### src/rtl/core/hfe_pkg.sv
// ----------------------------------------------------------------------------
// hfe_pkg: shared types, codes and constant tables
// Command/status structs between controller and datapath, micro-op codes,
// the CORDIC arctangent table and the CORDIC gain function.
// ----------------------------------------------------------------------------
`default_nettype none

package hfe_pkg;

  // input op codes
  localparam logic [2:0] OP_ROOT   = 3'd0;
  localparam logic [2:0] OP_JPOS   = 3'd1;
  localparam logic [2:0] OP_JQUAT  = 3'd2;
  localparam logic [2:0] OP_VEC    = 3'd3;
  localparam logic [2:0] OP_OFFSET = 3'd4;

  localparam int ITER_W = 5;

  // fixed-point constants
  localparam logic signed [63:0] HD_ONE54 = 64'sd1 <<< 54;
  localparam logic signed [31:0] TRIG_ONE = 32'sd1 <<< 30;

  // series selectors for the arctangent builder
  localparam int unsigned AT_POW2 = 0;
  localparam int unsigned AT_FIVE = 1;
  localparam int unsigned AT_239  = 2;

  typedef enum logic [4:0] {
    ST_IDLE, ST_H1, ST_H2, ST_H3, ST_H4, ST_H5, ST_HSET, ST_VEC, ST_RINIT,
    ST_ROT, ST_TCS, ST_NEXT, ST_M1, ST_M2, ST_M3, ST_WR, ST_LATCH
  } state_t;

  typedef enum logic [2:0] {
    A_C, A_S, A_PX, A_PZ, A_QW, A_QX, A_QY, A_QZ
  } a_sel_t;

  typedef enum logic [2:0] {
    B_Q0, B_Q1, B_Q2, B_Q3, B_T2, B_T3, B_C, B_S
  } b_sel_t;

  typedef enum logic [1:0] {ACC_HOLD, ACC_LOAD, ACC_ADD, ACC_SUB} acc_op_t;

  typedef enum logic [3:0] {
    HD_NONE, HD_NUM_LOAD, HD_NUM_ADD, HD_DEN_LOAD, HD_DEN_ADD, HD_SETUP,
    HD_VEC_STEP, HD_ROT_INIT, HD_ROT_STEP, HD_TRIG_CS
  } hd_op_t;

  typedef enum logic [2:0] {
    PR_R0, PR_R1, PR_R2, PR_R3, PR_VA, PR_VB, PR_T2, PR_T3
  } pair_t;

  typedef enum logic [1:0] {PS_NONE, PS_FRAME, PS_REF} psub_t;
  typedef enum logic [1:0] {TW_NONE, TW_T2, TW_T3} trig_wr_t;
  typedef enum logic {OS_ACC, OS_PY} out_src_t;

  typedef struct packed {
    logic              load_item;
    psub_t             psub;
    logic              root_wr;
    logic              mul_en;
    a_sel_t            a_sel;
    b_sel_t            b_sel;
    acc_op_t           acc_op;
    logic              use_ref;
    hd_op_t            hd_op;
    logic [ITER_W-1:0] iter;
    trig_wr_t          trig_wr;
    logic              ref_latch;
    logic              out_load;
    out_src_t          out_src;
    logic [2:0]        out_slot;
    logic              out_last;
    logic              out_fd;
  } cmd_t;

  typedef struct packed {
    logic deg;
    logic out_free;
  } sts_t;

  typedef struct packed {
    a_sel_t a;
    b_sel_t b;
    logic   sub;
  } mul_ops_t;

  typedef struct packed {
    logic  direct;
    pair_t pair;
  } step_t;

  typedef logic signed [63:0] atan_arr_t [32];

  // operands of the two products that make one result
  function automatic mul_ops_t pair_ops(input pair_t p, input logic second);
    mul_ops_t r;
    r.sub = 1'b0;
    r.a   = A_C;
    r.b   = B_Q0;
    case (p)
      PR_R0: begin r.a = second ? A_S : A_C; r.b = second ? B_Q2 : B_Q0; end
      PR_R1: begin r.a = second ? A_S : A_C; r.b = second ? B_Q3 : B_Q1; r.sub = 1'b1; end
      PR_R2: begin r.a = second ? A_S : A_C; r.b = second ? B_Q0 : B_Q2; r.sub = 1'b1; end
      PR_R3: begin r.a = second ? A_S : A_C; r.b = second ? B_Q1 : B_Q3; end
      PR_VA: begin r.a = second ? A_PZ : A_PX; r.b = second ? B_T3 : B_T2; r.sub = 1'b1; end
      PR_VB: begin r.a = second ? A_PZ : A_PX; r.b = second ? B_T2 : B_T3; end
      PR_T2: begin r.a = second ? A_S : A_C; r.b = second ? B_S : B_C; r.sub = 1'b1; end
      default: begin r.a = A_C; r.b = B_S; end
    endcase
    return r;
  endfunction

  // result program of each op
  function automatic step_t prog(input logic [2:0] op, input logic [2:0] slot);
    step_t r;
    r.direct = 1'b0;
    r.pair   = PR_R0;
    case (op)
      OP_ROOT: begin
        case (slot)
          3'd0:    r.direct = 1'b1;
          3'd1:    r.pair = PR_R0;
          3'd2:    r.pair = PR_R1;
          3'd3:    r.pair = PR_R2;
          default: r.pair = PR_R3;
        endcase
      end
      OP_JPOS, OP_VEC: begin
        case (slot)
          3'd0:    r.pair = PR_VA;
          3'd1:    r.direct = 1'b1;
          default: r.pair = PR_VB;
        endcase
      end
      OP_JQUAT: begin
        case (slot)
          3'd0:    r.pair = PR_R0;
          3'd1:    r.pair = PR_R1;
          3'd2:    r.pair = PR_R2;
          default: r.pair = PR_R3;
        endcase
      end
      default: begin
        case (slot)
          3'd0:    r.pair = PR_VA;
          3'd1:    r.pair = PR_VB;
          3'd2:    r.direct = 1'b1;
          3'd3:    r.pair = PR_R0;
          3'd4:    r.pair = PR_R1;
          3'd5:    r.pair = PR_R2;
          default: r.pair = PR_R3;
        endcase
      end
    endcase
    return r;
  endfunction

  function automatic logic [2:0] run_len(input logic [2:0] op);
    logic [2:0] n;
    case (op)
      OP_ROOT:   n = 3'd5;
      OP_JPOS:   n = 3'd3;
      OP_JQUAT:  n = 3'd4;
      OP_VEC:    n = 3'd3;
      OP_OFFSET: n = 3'd7;
      default:   n = 3'd0;
    endcase
    return n;
  endfunction

  // unsigned quotient by shift and subtract, for elaboration-time tables only
  function automatic logic [63:0] udiv64(input logic [63:0] n, input logic [63:0] d);
    logic [63:0] qt;
    logic [64:0] rem;
    qt  = '0;
    rem = '0;
    for (int i = 63; i >= 0; i--) begin
      rem = {rem[63:0], n[i]};
      if (rem >= {1'b0, d}) begin
        rem   = rem - {1'b0, d};
        qt[i] = 1'b1;
      end
    end
    return qt;
  endfunction

  // atan(1/n) in Q.60 by its alternating series, each term truncated
  function automatic logic [63:0] atan_inv(input int unsigned sh, input int unsigned mode);
    logic [63:0] pw;
    logic [63:0] pos;
    logic [63:0] neg;
    logic [63:0] t;
    logic [63:0] k;
    pos = '0;
    neg = '0;
    k   = '0;
    case (mode)
      AT_FIVE: pw = udiv64(64'd1 << 60, 64'd5);
      AT_239:  pw = udiv64(64'd1 << 60, 64'd239);
      default: pw = (64'd1 << 60) >> sh;
    endcase
    while (pw != 64'd0) begin
      t = udiv64(pw, 64'd2 * k + 64'd1);
      if (k[0]) neg = neg + t;
      else pos = pos + t;
      case (mode)
        AT_FIVE: pw = udiv64(pw, 64'd25);
        AT_239:  pw = udiv64(pw, 64'd57121);
        default: pw = pw >> (2 * sh);
      endcase
      k = k + 64'd1;
    end
    return pos - neg;
  endfunction

  function automatic atan_arr_t build_atan();
    atan_arr_t r;
    r[0] = $signed(64'd4 * atan_inv(0, AT_FIVE) - atan_inv(0, AT_239));
    for (int i = 1; i < 32; i++) r[i] = $signed(atan_inv(i, AT_POW2));
    return r;
  endfunction

  localparam atan_arr_t ATAN_TAB = build_atan();
  localparam logic signed [63:0] PI_Q60 = ATAN_TAB[0] <<< 2;

  // CORDIC gain 1/K in Q.31 for the given step count
  function automatic logic [63:0] cordic_gain(input int unsigned steps);
    logic [63:0] k2;
    logic [63:0] r;
    logic [63:0] b;
    k2 = 64'd1 << 62;
    for (int i = 0; i < 32; i++) begin
      if (i < steps) k2 = k2 - udiv64(k2, (64'd1 << (2 * i)) + 64'd1);
    end
    r = '0;
    b = 64'd1 << 62;
    while (b > k2) b = b >> 2;
    while (b != 64'd0) begin
      if (k2 >= r + b) begin
        k2 = k2 - (r + b);
        r  = (r >> 1) + b;
      end else begin
        r = r >> 1;
      end
      b = b >> 2;
    end
    return r;
  endfunction

endpackage

`default_nettype wire

### src/rtl/core/hfe_ctrl.sv
// ----------------------------------------------------------------------------
// hfe_ctrl: sequencing controller
// Accepts items, runs the heading CORDIC and the multiply/accumulate steps,
// keeps the frame counter and the joint count register.
// ----------------------------------------------------------------------------
`default_nettype none

module hfe_ctrl #(
  parameter int CORDIC_STEPS = 24
) (
  input  wire logic          clk,
  input  wire logic          rst,
  input  wire logic          s_tvalid,
  output logic               s_tready,
  input  wire logic [2:0]    in_op,
  input  wire logic          in_mk,
  input  wire logic          cfg_we,
  input  wire logic [5:0]    cfg_wdata,
  input  wire hfe_pkg::sts_t sts,
  output hfe_pkg::cmd_t      cmd
);

  localparam logic [hfe_pkg::ITER_W-1:0] ITER_LAST = hfe_pkg::ITER_W'(CORDIC_STEPS - 1);

  hfe_pkg::state_t state, state_next;
  logic [2:0]      op_r, op_r_next;
  logic            mk_r, mk_r_next;
  logic [2:0]      slot, slot_next;
  logic [2:0]      nres, nres_next;
  hfe_pkg::pair_t  pair_r, pair_r_next;
  logic            hd, hd_next;
  logic [hfe_pkg::ITER_W-1:0] iter, iter_next;
  logic            fd_pend, fd_pend_next;
  logic [6:0]      vcount, vcount_next;
  logic [5:0]      joint_count;
  logic [6:0]      vc_inc;

  hfe_pkg::step_t    step;
  hfe_pkg::mul_ops_t ops1, ops2;
  logic              is_last;

  assign step    = hfe_pkg::prog(op_r, slot);
  assign ops1    = hfe_pkg::pair_ops(pair_r, 1'b0);
  assign ops2    = hfe_pkg::pair_ops(pair_r, 1'b1);
  assign is_last = (slot == nres - 3'd1);
  assign vc_inc  = vcount + 7'd1;

  // state and control registers
  always_ff @(posedge clk) begin
    if (rst) begin
      state       <= hfe_pkg::ST_IDLE;
      op_r        <= hfe_pkg::OP_ROOT;
      mk_r        <= 1'b0;
      slot        <= '0;
      nres        <= '0;
      pair_r      <= hfe_pkg::PR_R0;
      hd          <= 1'b0;
      iter        <= '0;
      fd_pend     <= 1'b0;
      vcount      <= '0;
      joint_count <= '0;
    end else begin
      state   <= state_next;
      op_r    <= op_r_next;
      mk_r    <= mk_r_next;
      slot    <= slot_next;
      nres    <= nres_next;
      pair_r  <= pair_r_next;
      hd      <= hd_next;
      iter    <= iter_next;
      fd_pend <= fd_pend_next;
      vcount  <= vcount_next;
      if (cfg_we) joint_count <= cfg_wdata;
    end
  end

  // next state and commands
  always_comb begin
    state_next   = state;
    op_r_next    = op_r;
    mk_r_next    = mk_r;
    slot_next    = slot;
    nres_next    = nres;
    pair_r_next  = pair_r;
    hd_next      = hd;
    iter_next    = iter;
    fd_pend_next = fd_pend;
    vcount_next  = vcount;
    s_tready     = 1'b0;
    cmd          = '0;
    cmd.use_ref  = (op_r == hfe_pkg::OP_OFFSET);
    cmd.iter     = iter;
    cmd.out_slot = slot;
    cmd.out_last = is_last;
    cmd.out_fd   = fd_pend & is_last;
    cmd.out_src  = step.direct ? hfe_pkg::OS_PY : hfe_pkg::OS_ACC;

    unique case (state)
      hfe_pkg::ST_IDLE: begin
        s_tready = 1'b1;
        if (s_tvalid) begin
          cmd.load_item = 1'b1;
          op_r_next     = in_op;
          mk_r_next     = in_mk;
          slot_next     = '0;
          nres_next     = hfe_pkg::run_len(in_op);
          fd_pend_next  = 1'b0;
          hd_next       = 1'b0;
          case (in_op)
            hfe_pkg::OP_ROOT: begin
              cmd.root_wr = 1'b1;
              vcount_next = '0;
              state_next  = hfe_pkg::ST_H1;
            end
            hfe_pkg::OP_JPOS, hfe_pkg::OP_JQUAT: begin
              cmd.psub   = hfe_pkg::PS_FRAME;
              state_next = hfe_pkg::ST_NEXT;
            end
            hfe_pkg::OP_VEC: begin
              // frame counter wraps mod 128 until it hits joint_count + 2
              if (vc_inc == 7'({1'b0, joint_count}) + 7'd2) begin
                fd_pend_next = 1'b1;
                vcount_next  = '0;
              end else begin
                vcount_next = vc_inc;
              end
              state_next = hfe_pkg::ST_NEXT;
            end
            hfe_pkg::OP_OFFSET: begin
              cmd.psub   = hfe_pkg::PS_REF;
              state_next = hfe_pkg::ST_NEXT;
            end
            default: state_next = hfe_pkg::ST_IDLE;
          endcase
        end
      end
      // heading operands: w*y, x*z, y*y, z*z
      hfe_pkg::ST_H1: begin
        cmd.mul_en = 1'b1;
        cmd.a_sel  = hfe_pkg::A_QW;
        cmd.b_sel  = hfe_pkg::B_Q2;
        state_next = hfe_pkg::ST_H2;
      end
      hfe_pkg::ST_H2: begin
        cmd.mul_en = 1'b1;
        cmd.a_sel  = hfe_pkg::A_QX;
        cmd.b_sel  = hfe_pkg::B_Q3;
        cmd.hd_op  = hfe_pkg::HD_NUM_LOAD;
        state_next = hfe_pkg::ST_H3;
      end
      hfe_pkg::ST_H3: begin
        cmd.mul_en = 1'b1;
        cmd.a_sel  = hfe_pkg::A_QY;
        cmd.b_sel  = hfe_pkg::B_Q2;
        cmd.hd_op  = hfe_pkg::HD_NUM_ADD;
        state_next = hfe_pkg::ST_H4;
      end
      hfe_pkg::ST_H4: begin
        cmd.mul_en = 1'b1;
        cmd.a_sel  = hfe_pkg::A_QZ;
        cmd.b_sel  = hfe_pkg::B_Q3;
        cmd.hd_op  = hfe_pkg::HD_DEN_LOAD;
        state_next = hfe_pkg::ST_H5;
      end
      hfe_pkg::ST_H5: begin
        cmd.hd_op  = hfe_pkg::HD_DEN_ADD;
        state_next = hfe_pkg::ST_HSET;
      end
      hfe_pkg::ST_HSET: begin
        cmd.hd_op  = hfe_pkg::HD_SETUP;
        iter_next  = '0;
        state_next = sts.deg ? hfe_pkg::ST_RINIT : hfe_pkg::ST_VEC;
      end
      hfe_pkg::ST_VEC: begin
        cmd.hd_op = hfe_pkg::HD_VEC_STEP;
        if (iter == ITER_LAST) state_next = hfe_pkg::ST_RINIT;
        else iter_next = iter + 1'b1;
      end
      hfe_pkg::ST_RINIT: begin
        cmd.hd_op  = hfe_pkg::HD_ROT_INIT;
        iter_next  = '0;
        state_next = hfe_pkg::ST_ROT;
      end
      hfe_pkg::ST_ROT: begin
        cmd.hd_op = hfe_pkg::HD_ROT_STEP;
        if (iter == ITER_LAST) state_next = hfe_pkg::ST_TCS;
        else iter_next = iter + 1'b1;
      end
      hfe_pkg::ST_TCS: begin
        cmd.hd_op   = hfe_pkg::HD_TRIG_CS;
        hd_next     = 1'b1;
        pair_r_next = hfe_pkg::PR_T2;
        state_next  = hfe_pkg::ST_M1;
      end
      // pick the next result of the run
      hfe_pkg::ST_NEXT: begin
        if (step.direct) begin
          state_next = hfe_pkg::ST_WR;
        end else begin
          pair_r_next = step.pair;
          state_next  = hfe_pkg::ST_M1;
        end
      end
      hfe_pkg::ST_M1: begin
        cmd.mul_en = 1'b1;
        cmd.a_sel  = ops1.a;
        cmd.b_sel  = ops1.b;
        state_next = hfe_pkg::ST_M2;
      end
      hfe_pkg::ST_M2: begin
        cmd.mul_en = 1'b1;
        cmd.a_sel  = ops2.a;
        cmd.b_sel  = ops2.b;
        cmd.acc_op = hfe_pkg::ACC_LOAD;
        state_next = hfe_pkg::ST_M3;
      end
      hfe_pkg::ST_M3: begin
        cmd.acc_op = ops2.sub ? hfe_pkg::ACC_SUB : hfe_pkg::ACC_ADD;
        state_next = hfe_pkg::ST_WR;
      end
      hfe_pkg::ST_WR: begin
        if (hd) begin
          // double-angle terms go to the frame heading
          if (pair_r == hfe_pkg::PR_T2) begin
            cmd.trig_wr = hfe_pkg::TW_T2;
            pair_r_next = hfe_pkg::PR_T3;
            state_next  = hfe_pkg::ST_M1;
          end else begin
            cmd.trig_wr = hfe_pkg::TW_T3;
            hd_next     = 1'b0;
            slot_next   = '0;
            state_next  = mk_r ? hfe_pkg::ST_LATCH : hfe_pkg::ST_NEXT;
          end
        end else if (sts.out_free) begin
          cmd.out_load = 1'b1;
          if (is_last) begin
            state_next = hfe_pkg::ST_IDLE;
          end else begin
            slot_next  = slot + 3'd1;
            state_next = hfe_pkg::ST_NEXT;
          end
        end
      end
      hfe_pkg::ST_LATCH: begin
        cmd.ref_latch = 1'b1;
        state_next    = hfe_pkg::ST_NEXT;
      end
      default: state_next = hfe_pkg::ST_IDLE;
    endcase
  end

endmodule

`default_nettype wire

### config.mk
export PLATFORM = sky130hd
export DESIGN_NAME = hfe_ctrl
export DESIGN_NICKNAME = d
export VERILOG_FILES = /design/src/rtl/core/hfe_pkg.sv /design/src/rtl/core/hfe_ctrl.sv
export SDC_FILE = /design/constraint.sdc
export NUM_CORES = 1
export LEC_CHECK = 0
export BUFFER_PORTS_ARGS = -buffer_cell sky130_fd_sc_hd__buf_4
export CAP_MARGIN = 20
export CORE_MARGIN = 5
export CORE_UTILIZATION = 55
export CTS_BUF_LIST = sky130_fd_sc_hd__clkbuf_16
export DETAILED_ROUTE_END_ITERATION = 6
export PLACE_DENSITY = 0.79
export SYNTH_ARGS = -nofsm -noshare
export SYNTH_HDL_FRONTEND = slang
export SYNTH_SLANG_ARGS = --single-unit
export TNS_END_PERCENT = 50
### constraint.sdc
create_clock -name clk -period 4.9 [get_ports clk]
set_input_delay 0.245 -clock clk [delete_from_list [all_inputs] [get_ports clk]]
set_output_delay 0.245 -clock clk [all_outputs]
set_load 0.05 [all_outputs]
== Yosys cells after proc, flatten, opt, wreduce, memory -nomap -nowiden ==
Cells that the tools add are included.
Operators by class
  add/subtract/negate cells: 5
  eq/ne operators: 48
  muxes and demuxes: 62
  bitwise logic cells: 1
  reductions and logical operators: 26
Operators by type and width (count)
  one-hot mux 5 bit (17 select lines): 1
  one-hot mux 5 bit (7 select lines): 2
  one-hot mux 7 bit (6 select lines): 1
  == test 5 x 4 -> 1 bit, second input constant: 8
  two-way mux 5 bit: 8
  one-hot mux 4 bit (9 select lines): 1
  == test 3 x 2 -> 1 bit, second input constant: 8
  two-way mux 3 bit: 8
  == test 3 bit, second input constant: 7
  == test 5 x 3 -> 1 bit, second input constant: 4
  one-hot mux 3 bit (3 select lines): 2
  two-way mux 1 bit: 17
  two-way mux 4 bit: 4
  one-hot mux 3 bit (5 select lines): 1
  inequality test 2 bit, second input constant: 7
  one-hot mux 7 bit (2 select lines): 1
  OR reduction 2 bit: 7
  == test 3 x 1 -> 1 bit, second input constant: 4
  zero test 3 bit: 4
  one-hot mux 2 bit (3 select lines): 2
  one-hot mux 3 bit (2 select lines): 2
  one-hot mux 3 bit (4 select lines): 1
  == test 5 x 2 -> 1 bit, second input constant: 2
  == test 5 bit, second input constant: 2
  24 further kinds: 38
Word-level totals
  bits in registers: 38
  input port bits: 16
  output and inout port bits: 34

== Depth between registers and ports, before layout ==
Gate-level depths: netlist (run 1).
  depth after elaboration: 6
  mapped depth: 10
  depth with buffers taken out: 9

== Worst setup path before layout (run 1) ==
No wires, ideal clock.
  path type: register -> register
  start: reg slot[1]
  end: reg pair_r[0]
  library setup time: 0.091 ns
  arrival: 2.957 ns
  required time: 4.809 ns
  setup slack: 1.852 ns
  cell stages (with the launch flop): 9
  period minus slack after synthesis: 3.048 ns
  cells stage by stage: dfxtp_1 > clkbuf_1 > inv_1 > ha_1 > a221oi_1 > nor3_1 > a21oi_1 > o211a_1 > a311oi_1
Between the ends
  longest elaborated chain between the ends: 6
RTL lines
  from (decl): line hfe_ctrl.sv:28  | logic [2:0] slot, slot_next;
  from (signal assigned): line hfe_ctrl.sv:66  | slot <= slot_next;
  == test 3 x 2 -> 1 bit (tied with other cells): line hfe_pkg.sv:120, hfe_pkg.sv:144
  OR reduction 2 bit (no line)
  one-hot mux 3 bit (5 select lines) or one-hot mux 2 bit (3 select lines) (tied branches): line hfe_pkg.sv:144, hfe_pkg.sv:120
  one-hot mux 3 bit (3 select lines): line hfe_pkg.sv:118  | case (op)
  two-way mux 3 bit: line hfe_ctrl.sv:197  | if (step.direct) begin
  one-hot mux 3 bit (3 select lines): line hfe_ctrl.sv:98  | unique case (state)
  to (signal assigned): line hfe_ctrl.sv:56  | pair_r <= hfe_pkg::PR_R0;
  to (signal assigned): line hfe_ctrl.sv:68  | pair_r <= pair_r_next;
  to (decl): line hfe_ctrl.sv:30  | hfe_pkg::pair_t pair_r, pair_r_next;
Several ways; a longest one is shown, not always the timed one. The select of a mux whose other input is x is not followed.
A chain may end at the register's enable or synchronous reset.

==> summary.txt, run 1 <==
CTS
  • Hold-fix buffers at CTS: 0
  • H-tree Lvls: 2
  • Root Driver: clkbuf_16
  • Sink Count: 38
  • CTS tree: yes
  • Reg clk slew, reported paths: 0.06 ns
  • Bufs on Longest Clock Path: 2
  • Worst skew pair latency: 0.28 ns
  • Post-cts resize count: 0
  • Total CTS buffers: 5
  • Setup Buffers After CTS: 0

Routing
  • Initial DRC count: 176
  • Average via count per standard cell: 5.70
  • Final WL: 6880 um
  • Post-route ant nets: 0
  • Routed length per instance: 14.9 um
  • Number of remaining DRC errors: 0
  • Drt first pass iters: 4
  • DR vias: 2,637

Critical path
  • Worst EP required: 4.66 ns
  • Critical path type: flop to output port
  • Critical path capture point type: output port
  • CP arrival: 2.34 ns
  • CP Launch Type: flop
  • Crit Path Max Fanout: 24

Final layout
  • Area grow syn2layout: 18.2%
  • ANT cells: 0
  • Nets: 417
  • Final design utilization: 65.8%
  • Share of cells above drive strength 1: 19.1%

Yosys
  • Yosys top cell area share: 27.3%
  • Register area share after synthesis: 27.3%
  • Mapped Cells: 361
  • Ys Warns: 0
  • Synth async-reset ratio: 0%
  • Seq cells post-synth: 38
  • EDFF count, synth: 0
  • Syn nets: 386
  • Netlist cell types: 62
  • Synth top area cells: dfxtp_1, nor2_1, a21oi_1
  • Synth area leader: dfxtp_1
  • Main synth FF type: dfxtp_1
  • Synth Area per Inst: 7.73 um2
  • Mapped Area: 2790 um2

Job
  • Max cap viols: 0

STA
  • Skew final: 0.00528 ns
  • Fin. Hold Viols: 0
  • Min cycle time layout: 2.59 ns
  • Unrepaired setup endpoints after global routing: false
  • Final setup TNS: 0 ns
  • Actual slew at the worst max-slew pin: 0.854 ns
  • Final period util: 52.8%
  • Max Transition Viols Final: 0
  • Slew headroom: 43.0%
  • Max Fclk: 386 MHz
  • Count of final setup violators: 0

Pwr
  • PwrDens: 548 nW/um2
  • Worst IR drop on VDD: 0.461 mV
  • Power, Total: 1.81 mW
  • P_leak: 1.37 nW

Placed design
  • I/O Buffers: 49
  • Post-DP HPWL: 4910 um
  • GPL Wtd Cong: 0.926

Global route
  • GRT met2 Usage: 38.2%
  • Number of global-route vias before repair: 2,445
  • M1 GR Usage: 27.2%
  • Global-route usage over all layers: 21.9%
  • Gr ovfl total: 0
  • GRT busiest layer: met2
  • Largest net degree at the start of global routing: 30
  • Initial antenna violation count: 0
  • Grt met3 use: 4.21%
  • First-pass GRT wire length: 11,400 um

Die
  • Total core area: 5010 um2
  • Die Ht: 81.2 um
  • Die area: 6600 um2
  • Std cell rows: 26
  • Die W: 81.2 um
  • Initial core utilization: 55.7%
  • # IOs: 50

Run status
  • Outcome: finished clean

Worst hold path
  • Worst Hold Class: input port to flop
where the power goes:
group	total [mW]	internal [mW]	switching, mW
Clock	0.368	0.240	0.128
Sequential	0.469	0.351	0.118
Combinational	0.969	0.340	0.630
path summary, 6_finish.rpt:
path	start	endpoint	slack (ns)	cells past startpoint
max	state[2]$_SDFFE_PP0P_	cmd[8]	2.31	4
min	cfg_wdata[0]	joint_count[0]$_SDFFE_PP0P_	0.20	3
max reg2reg	vcount[0]$_SDFFE_PP0P_	vcount[0]$_SDFFE_PP0P_	2.43	8
min reg2reg	mk_r$_SDFFE_PP0P_	mk_r$_SDFFE_PP0P_	0.48	2
cell usage after synthesis, types with 5 or more instances:
cell / count
xor2_1: 10
clkbuf_1: 16
dfxtp_1: 38
a211oi_1: 6
a21oi_1: 27
and3_1: 5
inv_1: 18
mux2i_1: 13
xnor2_1: 8
o21ai_0: 11
nor2_1: 54
nand3_1: 16
nor3_1: 11
nand2b_1: 5
ha_1: 9
nand2_1: 30
cell usage in the layout, fill, tap and decap left out, types with 4 or more instances in the layout:
cell type and count:
a211oi_1 6, a21oi_1 27, a31oi_1 4, and2_1 4
and3_1 5, buf_4 49, clkbuf_16 5, dfxtp_1 38
ha_1 9, inv_1 18, mux2i_1 13, nand2_1 30
nand2b_1 5, nand3_1 16, nor2_1 54, nor2b_1 4
nor3_1 11, nor4_1 4, o21ai_0 11, or3_1 4
xnor2_1 8, xor2_1 10
per-layer routing:
layer,routed length (um),vias up
met3,360,10
met4,88,0
met1,3070,1211
met5,0,-
met2,3360,84
li1,-,1332
state kept, by name, summed over array words and instances (netlist names):
register / count
fd_pend: 1
hd: 1
iter: 5
joint_count: 6
mk_r: 1
nres: 3
op_r: 3
pair_r: 3
slot: 3
state: 5
vcount: 7
critical path, stage by stage (launching register included):
cell	delay, ns
dfxtp_1	0.88
nand2_1	0.22
or3_1	0.51
nor4_1	0.21
buf_4	0.24
area by class of cell:
class / count / area (um2)
multi-input combinational: 279 / 1840
fill: 453 / 1710
sequential: 38 / 761
timing repair buffer: 49 / 368
clock buffer: 5 / 125
tap: 70 / 87.6
inverter: 19 / 76.3
clock inverter: 3 / 45.0
cells by family (layout without fill, tap and decap cells):
logic type,after synthesis,after routing,share of synthesized area (%)
fa+ha+maj,9,9,4.04
simple gates,157,157,28.9
buf+inv,44,76,6.95
mux,14,14,5.07
xor+xnor,23,23,9.78
compound gates,76,76,18.0
flops,38,38,27.3
stage by stage:
| step | cell area, um2 | cells | setup slack (ns) | hold WS (ns) |
|---|---|---|---|---|
| 2_1_floorplan | 2790 | 361 | 1.85 | 0.381 |
| 3_3_place_gp | 3130 | 455 | 2.64 | 0.450 |
| 5_1_grt | 3300 | 463 | 2.16 | 0.231 |
| 6_report | 3300 | 463 | 2.31 | 0.200 |
| 3_5_place_dp | 3130 | 455 | 2.56 | 0.474 |
| 4_1_cts | 3300 | 463 | 2.34 | 0.203 |
(Power assumes the default switching activity.)
==> run 2, diff against run 1 <==
- ABC_AREA: not set -> 1
- clock period: 4.9 -> 2.55 ns (I/O delays scaled with it)
==> summary.txt, run 2 <==
Run status
  • Outcome: finished clean

Critical path
  • Worst EP required: 2.42 ns
  • CP arrival: 1.91 ns
  • Critical path type: flop to output port
  • Crit Path Max Fanout: 15
  • Critical path capture point type: output port
  • CP Launch Type: flop

Routing
  • Average via count per standard cell: 5.14
  • Drt first pass iters: 4
  • Routed length per instance: 12.5 um
  • DR vias: 3,017
  • Initial DRC count: 134
  • Number of remaining DRC errors: 0
  • Post-route ant nets: 0
  • Final WL: 7310 um

STA
  • Final period util: 79.8%
  • Max Transition Viols Final: 0
  • Min cycle time layout: 2.03 ns
  • Slew headroom: 69.9%
  • Hold_ws: 0.0682 ns
  • Unrepaired setup endpoints after global routing: false
  • Actual slew at the worst max-slew pin: 0.451 ns
  • Skew final: 0.00485 ns
  • Final setup TNS: 0 ns
  • Max Fclk: 492 MHz
  • Fin. Hold Viols: 0
  • Count of final setup violators: 0

Global route
  • Largest net degree at the start of global routing: 24
  • Global-route usage over all layers: 23.8%
  • Number of global-route vias before repair: 2,875
  • Initial antenna violation count: 0
  • First-pass GRT wire length: 12,500 um
  • Gr ovfl total: 0

Placed design
  • Post-DP HPWL: 5800 um
  • Dpl cells: 579
  • I/O Buffers: 49
  • GPL Wtd Cong: 0.945

Die
  • Initial core utilization: 55.9%
  • Die Ht: 81.6 um
  • Std cell rows: 26
  • Total core area: 5040 um2
  • Die W: 81.6 um
  • # IOs: 50
  • Die area: 6650 um2

CTS
  • Root Driver: clkbuf_16
  • Total CTS buffers: 5
  • Reg clk slew, reported paths: 0.06 ns
  • Hold-fix buffers at CTS: 0
  • Setup Buffers After CTS: 0
  • Post-cts resize count: 0
  • H-tree Lvls: 2
  • Sink Count: 38
  • Worst skew pair latency: 0.28 ns
  • Bufs on Longest Clock Path: 2
  • CTS tree: yes

Yosys
  • Synth area leader: dfxtp_1
  • Register area share after synthesis: 27.0%
  • Synth Area per Inst: 6.02 um2
  • Synth top area cells: dfxtp_1, nand2_1, nor2_1
  • Syn nets: 493
  • Top-count cell post-synth: nand2_1
  • Seq cells post-synth: 38
  • EDFF count, synth: 0
  • Synth async-reset ratio: 0%
  • Netlist cell types: 40
  • Most frequent cells after synthesis: nand2_1, nor2_1, inv_1, nand3_1, dfxtp_1
  • Yosys top cell area share: 27.0%
  • Main synth FF type: dfxtp_1
  • Ys Warns: 0
  • Mapped Area: 2820 um2
  • Mapped Cells: 468

Pwr
  • P_leak: 1.68 nW
  • Worst IR drop on VDD: 0.900 mV
  • PwrDens: 1190 nW/um2

Job
  • Max cap viols: 0

Final layout
  • Final design utilization: 67.5%
  • Share of cells above drive strength 1: 17.8%
  • Final std cells w/o fill: 587
  • ANT cells: 0
  • Commonest non-fill, non-tap cells in the layout: nand2_1, nor2_1, inv_1, buf_4, nand3_1
  • Max reg flops: 7
  • Biggest regs: vcount (7), joint_count (6)
  • Largest Register: vcount
  • Nets: 541
  • Most common cell after layout, fill and taps aside: nand2_1
  • Area grow syn2layout: 20.8%

Worst hold path
  • Worst Hold Class: input port to flop
run 2: cell types whose count changed after synthesis, moves of 7 or more:
| cell | delta |
|---|---|
| nand2_1 | +89 |
| inv_1 | +39 |
| nand3_1 | +26 |
| nor2_1 | +17 |
| clkbuf_1 | -13 |
| mux2i_1 | -13 |
| o21ai_0 | +10 |
| inv_2 | +8 |
| a21oi_1 | +7 |
| nor2_2 | +7 |
run 2: critical path, stage by stage (launching register included):
cell	delay (ns)
dfxtp_1	0.38
nor2_2	0.28
nand3_2	0.17
inv_2	0.13
nand2_4	0.13
inv_2	0.11
nand2_1	0.07
nor2_1	0.13
buf_4	0.22
run 2: per-stage QoR:
step           instance area [um2]  worst slack (ns)  power (mW)
6_report                      3400             0.516        4.06
5_1_grt                       3400             0.387        4.34
4_1_cts                       3400             0.530        4.06
3_5_place_dp                  3230             0.653        3.34
3_3_place_gp                  3230             0.735        3.32
2_1_floorplan                 2820            0.0432        2.72
run 2: area by class of cell:
type	count	area (um2)
fillers	472	1640
flip-flops and latches	38	761
repair buffers	49	368
inverters	68	262
clock buffers	5	125
clock inverters	3	45.0
well taps	70	87.6
multi-input cells	354	1760
run 2: report_power, final:
group	switching [mW]	leakage (nW)	internal, mW
Clock	0.253	0.0760	0.461
Combinational	1.73	1.30	0.739
Sequential	0.166	0.310	0.701
run 2: logic make-up (layout without fill, tap and decap cells):
family / Yosys count / after routing / share of synthesized area, %
simple gates: 271 / 271 / 42.9
buf+inv: 76 / 125 / 10.7
compound gates: 68 / 68 / 13.6
flops: 38 / 38 / 27.0
fa+ha+maj: 9 / 9 / 4.00
xor+xnor: 6 / 6 / 1.87
run 2: path summary, 6_finish.rpt:
| kind | startpoint | end | slack (ns) | cells after the start |
|---|---|---|---|---|
| setup reg to reg | vcount[0]$_SDFFE_PP0P_ | vcount[2]$_SDFFE_PP0P_ | 0.64 | 12 |
| setup / recovery | state[0]$_SDFFE_PP0P_ | cmd[31] | 0.52 | 8 |
| hold / removal | cfg_wdata[0] | joint_count[0]$_SDFFE_PP0P_ | 0.07 | 3 |
| hold reg to reg | fd_pend$_SDFFE_PP0P_ | fd_pend$_SDFFE_PP0P_ | 0.47 | 2 |
run 2: layer usage:
layer,wire length [um],vias to the layer above,global-route usage [%]
met4,152,0,8.61
met2,3670,61,43.2
li1,-,1588,-
met3,271,13,3.51
met1,3220,1355,28.3
met5,0,-,0
==> run 3, diff against run 2 <==
- CORE_UTILIZATION: 55 -> 51
- PLACE_DENSITY: 0.79 -> 0.77
- clock period: 2.55 -> 1.8 ns (I/O delays scaled with it)
==> summary.txt, run 3 (synthesized netlist as in run 2, its figures left out) <==
Final layout
  • ANT cells: 0
  • Commonest non-fill, non-tap cells in the layout: nand2_1, nor2_1, inv_1, buf_4, nand3_1
  • Number of fill cells: 497
  • Area grow syn2layout: 27.1%
  • Max reg flops: 7
  • Largest Register: vcount
  • Most common cell after layout, fill and taps aside: nand2_1
  • Final design utilization: 65.8%
  • Nets: 549
  • Final std cells w/o fill: 596
  • Biggest regs: vcount (7), joint_count (6)
  • Share of cells above drive strength 1: 23.5%

STA
  • Min cycle time layout: 1.74 ns
  • Final setup TNS: 0 ns
  • Final WS setup: 0.0640 ns
  • Skew final: 0.00395 ns
  • Slew headroom: 69.9%
  • Max Fclk: 576 MHz
  • Actual slew at the worst max-slew pin: 0.450 ns
  • Count of final setup violators: 0
  • Max Transition Viols Final: 0
  • Final period util: 96.4%
  • Fin. Hold Viols: 0

Run status
  • Outcome: finished clean

Placed design
  • Pre-CTS setup slack: 0.0419 ns
  • Dpl cells: 587
  • Post-DP HPWL: 5840 um
  • I/O Buffers: 49
  • GPL Wtd Cong: 0.944

Critical path
  • CP arrival: 1.65 ns
  • Critical path type: flop to output port
  • Critical path capture point type: output port
  • Crit Path Max Fanout: 6
  • CP Launch Type: flop
  • Worst EP required: 1.71 ns

CTS
  • Reg clk slew, reported paths: 0.05 ns
  • Sink Count: 38
  • H-tree Lvls: 2
  • Root Driver: clkbuf_16
  • Bufs on Longest Clock Path: 2
  • CTS tree: yes
  • Total CTS buffers: 5
  • Worst skew pair latency: 0.28 ns

Pwr
  • Power, Total: 5.87 mW
  • Worst IR drop on VDD: 1.10 mV
  • P_leak: 1.74 nW
  • PwrDens: 1640 nW/um2

Routing
  • DR vias: 3,123
  • Drt first pass iters: 5
  • Post-route ant nets: 0
  • Routed length per instance: 12.4 um
  • Final WL: 7410 um
  • Average via count per standard cell: 5.24
  • Number of remaining DRC errors: 0
  • Initial DRC count: 217

Die
  • Std cell rows: 27
  • Die W: 84.3 um
  • Total core area: 5440 um2
  • Die Ht: 84.3 um
  • Die area: 7110 um2
  • Initial core utilization: 51.8%
  • # IOs: 50

Worst hold path
  • Worst Hold Class: input port to flop

Global route
  • Initial antenna violation count: 0
  • Number of global-route vias before repair: 2,797
  • Largest net degree at the start of global routing: 24
  • Global-route usage over all layers: 20.7%
  • First-pass GRT wire length: 12,300 um
  • Gr ovfl total: 0

Job
  • Max cap viols: 0
run 3: cell types whose count changed in the layout (fill, tap and decap cells not counted), moves of 4 or more:
cell,change
buf_4,+5
dfxtp_1,-10
dfxtp_2,+7
nor2_1,-6
nor2_4,+4
run 3: critical path: stages (launching register included):
cell,delay [ns]
dfxtp_2,0.36
nor2_4,0.20
nand2_1,0.07
nor2_1,0.18
nor2_2,0.09
nor2_1,0.08
o21ai_0,0.10
o311ai_2,0.08
buf_6,0.20
run 3: repair_timing:
item / 4_1_cts / 5_1_grt
hold buffers: 0 / 0
buffers inserted: 1 / 1
resized for setup: 12 / 20
endpoints found under the setup margin: 6 / 24
pin swaps: 4 / 7
run 3: power breakdown:
group | switching (mW) | internal [mW] | total [mW] | leakage, nW
clock | 0.317 | 0.495 | 0.812 | 0.0685
sequential | 0.257 | 1.03 | 1.28 | 0.315
combinational | 2.57 | 1.20 | 3.77 | 1.36
total | 3.14 | 2.73 | 5.87 | 1.74
run 3: final cells by class:
type | instances | area (um2) | area share, %
well taps | 72 | 90.1 | 2.52
multi-input cells | 354 | 1870 | 52.1
clock buffers | 5 | 125 | 3.50
repair buffers | 57 | 443 | 12.4
flip-flops and latches | 38 | 781 | 21.8
inverters | 68 | 267 | 7.44
clock inverters | 2 | 7.51 | 0.210
run 3: worst paths after layout:
path	endpoint	slack (ns)	startpoint	cells after the start
worst min-delay path	joint_count[0]$_SDFFE_PP0P_	0.04	cfg_wdata[0]	3
worst max register to register	pair_r[1]$_SDFFE_PP0P_	0.16	slot[1]$_SDFFE_PP0P_	11
worst max-delay path	cmd[22]	0.06	state[1]$_SDFFE_PP0P_	8
worst min register to register	nres[1]$_SDFFE_PP0P_	0.46	nres[1]$_SDFFE_PP0P_	2
run 3: metal layers:
metal,global-route usage (%),up-vias,wire length (um)
li1,-,1607,-
met1,24.4,1414,3140
met2,37.4,89,3760
met3,3.83,13,375
met4,7.16,0,129
met5,0,-,0
run 3: metrics by stage:
step	cell area, um2	hold WS (ns)
6_report	3580	0.0353
4_1_cts	3490	0.0346
2_1_floorplan	2860	0.168
5_1_grt	3580	0.0443
3_5_place_dp	3320	0.323
3_3_place_gp	3320	0.310
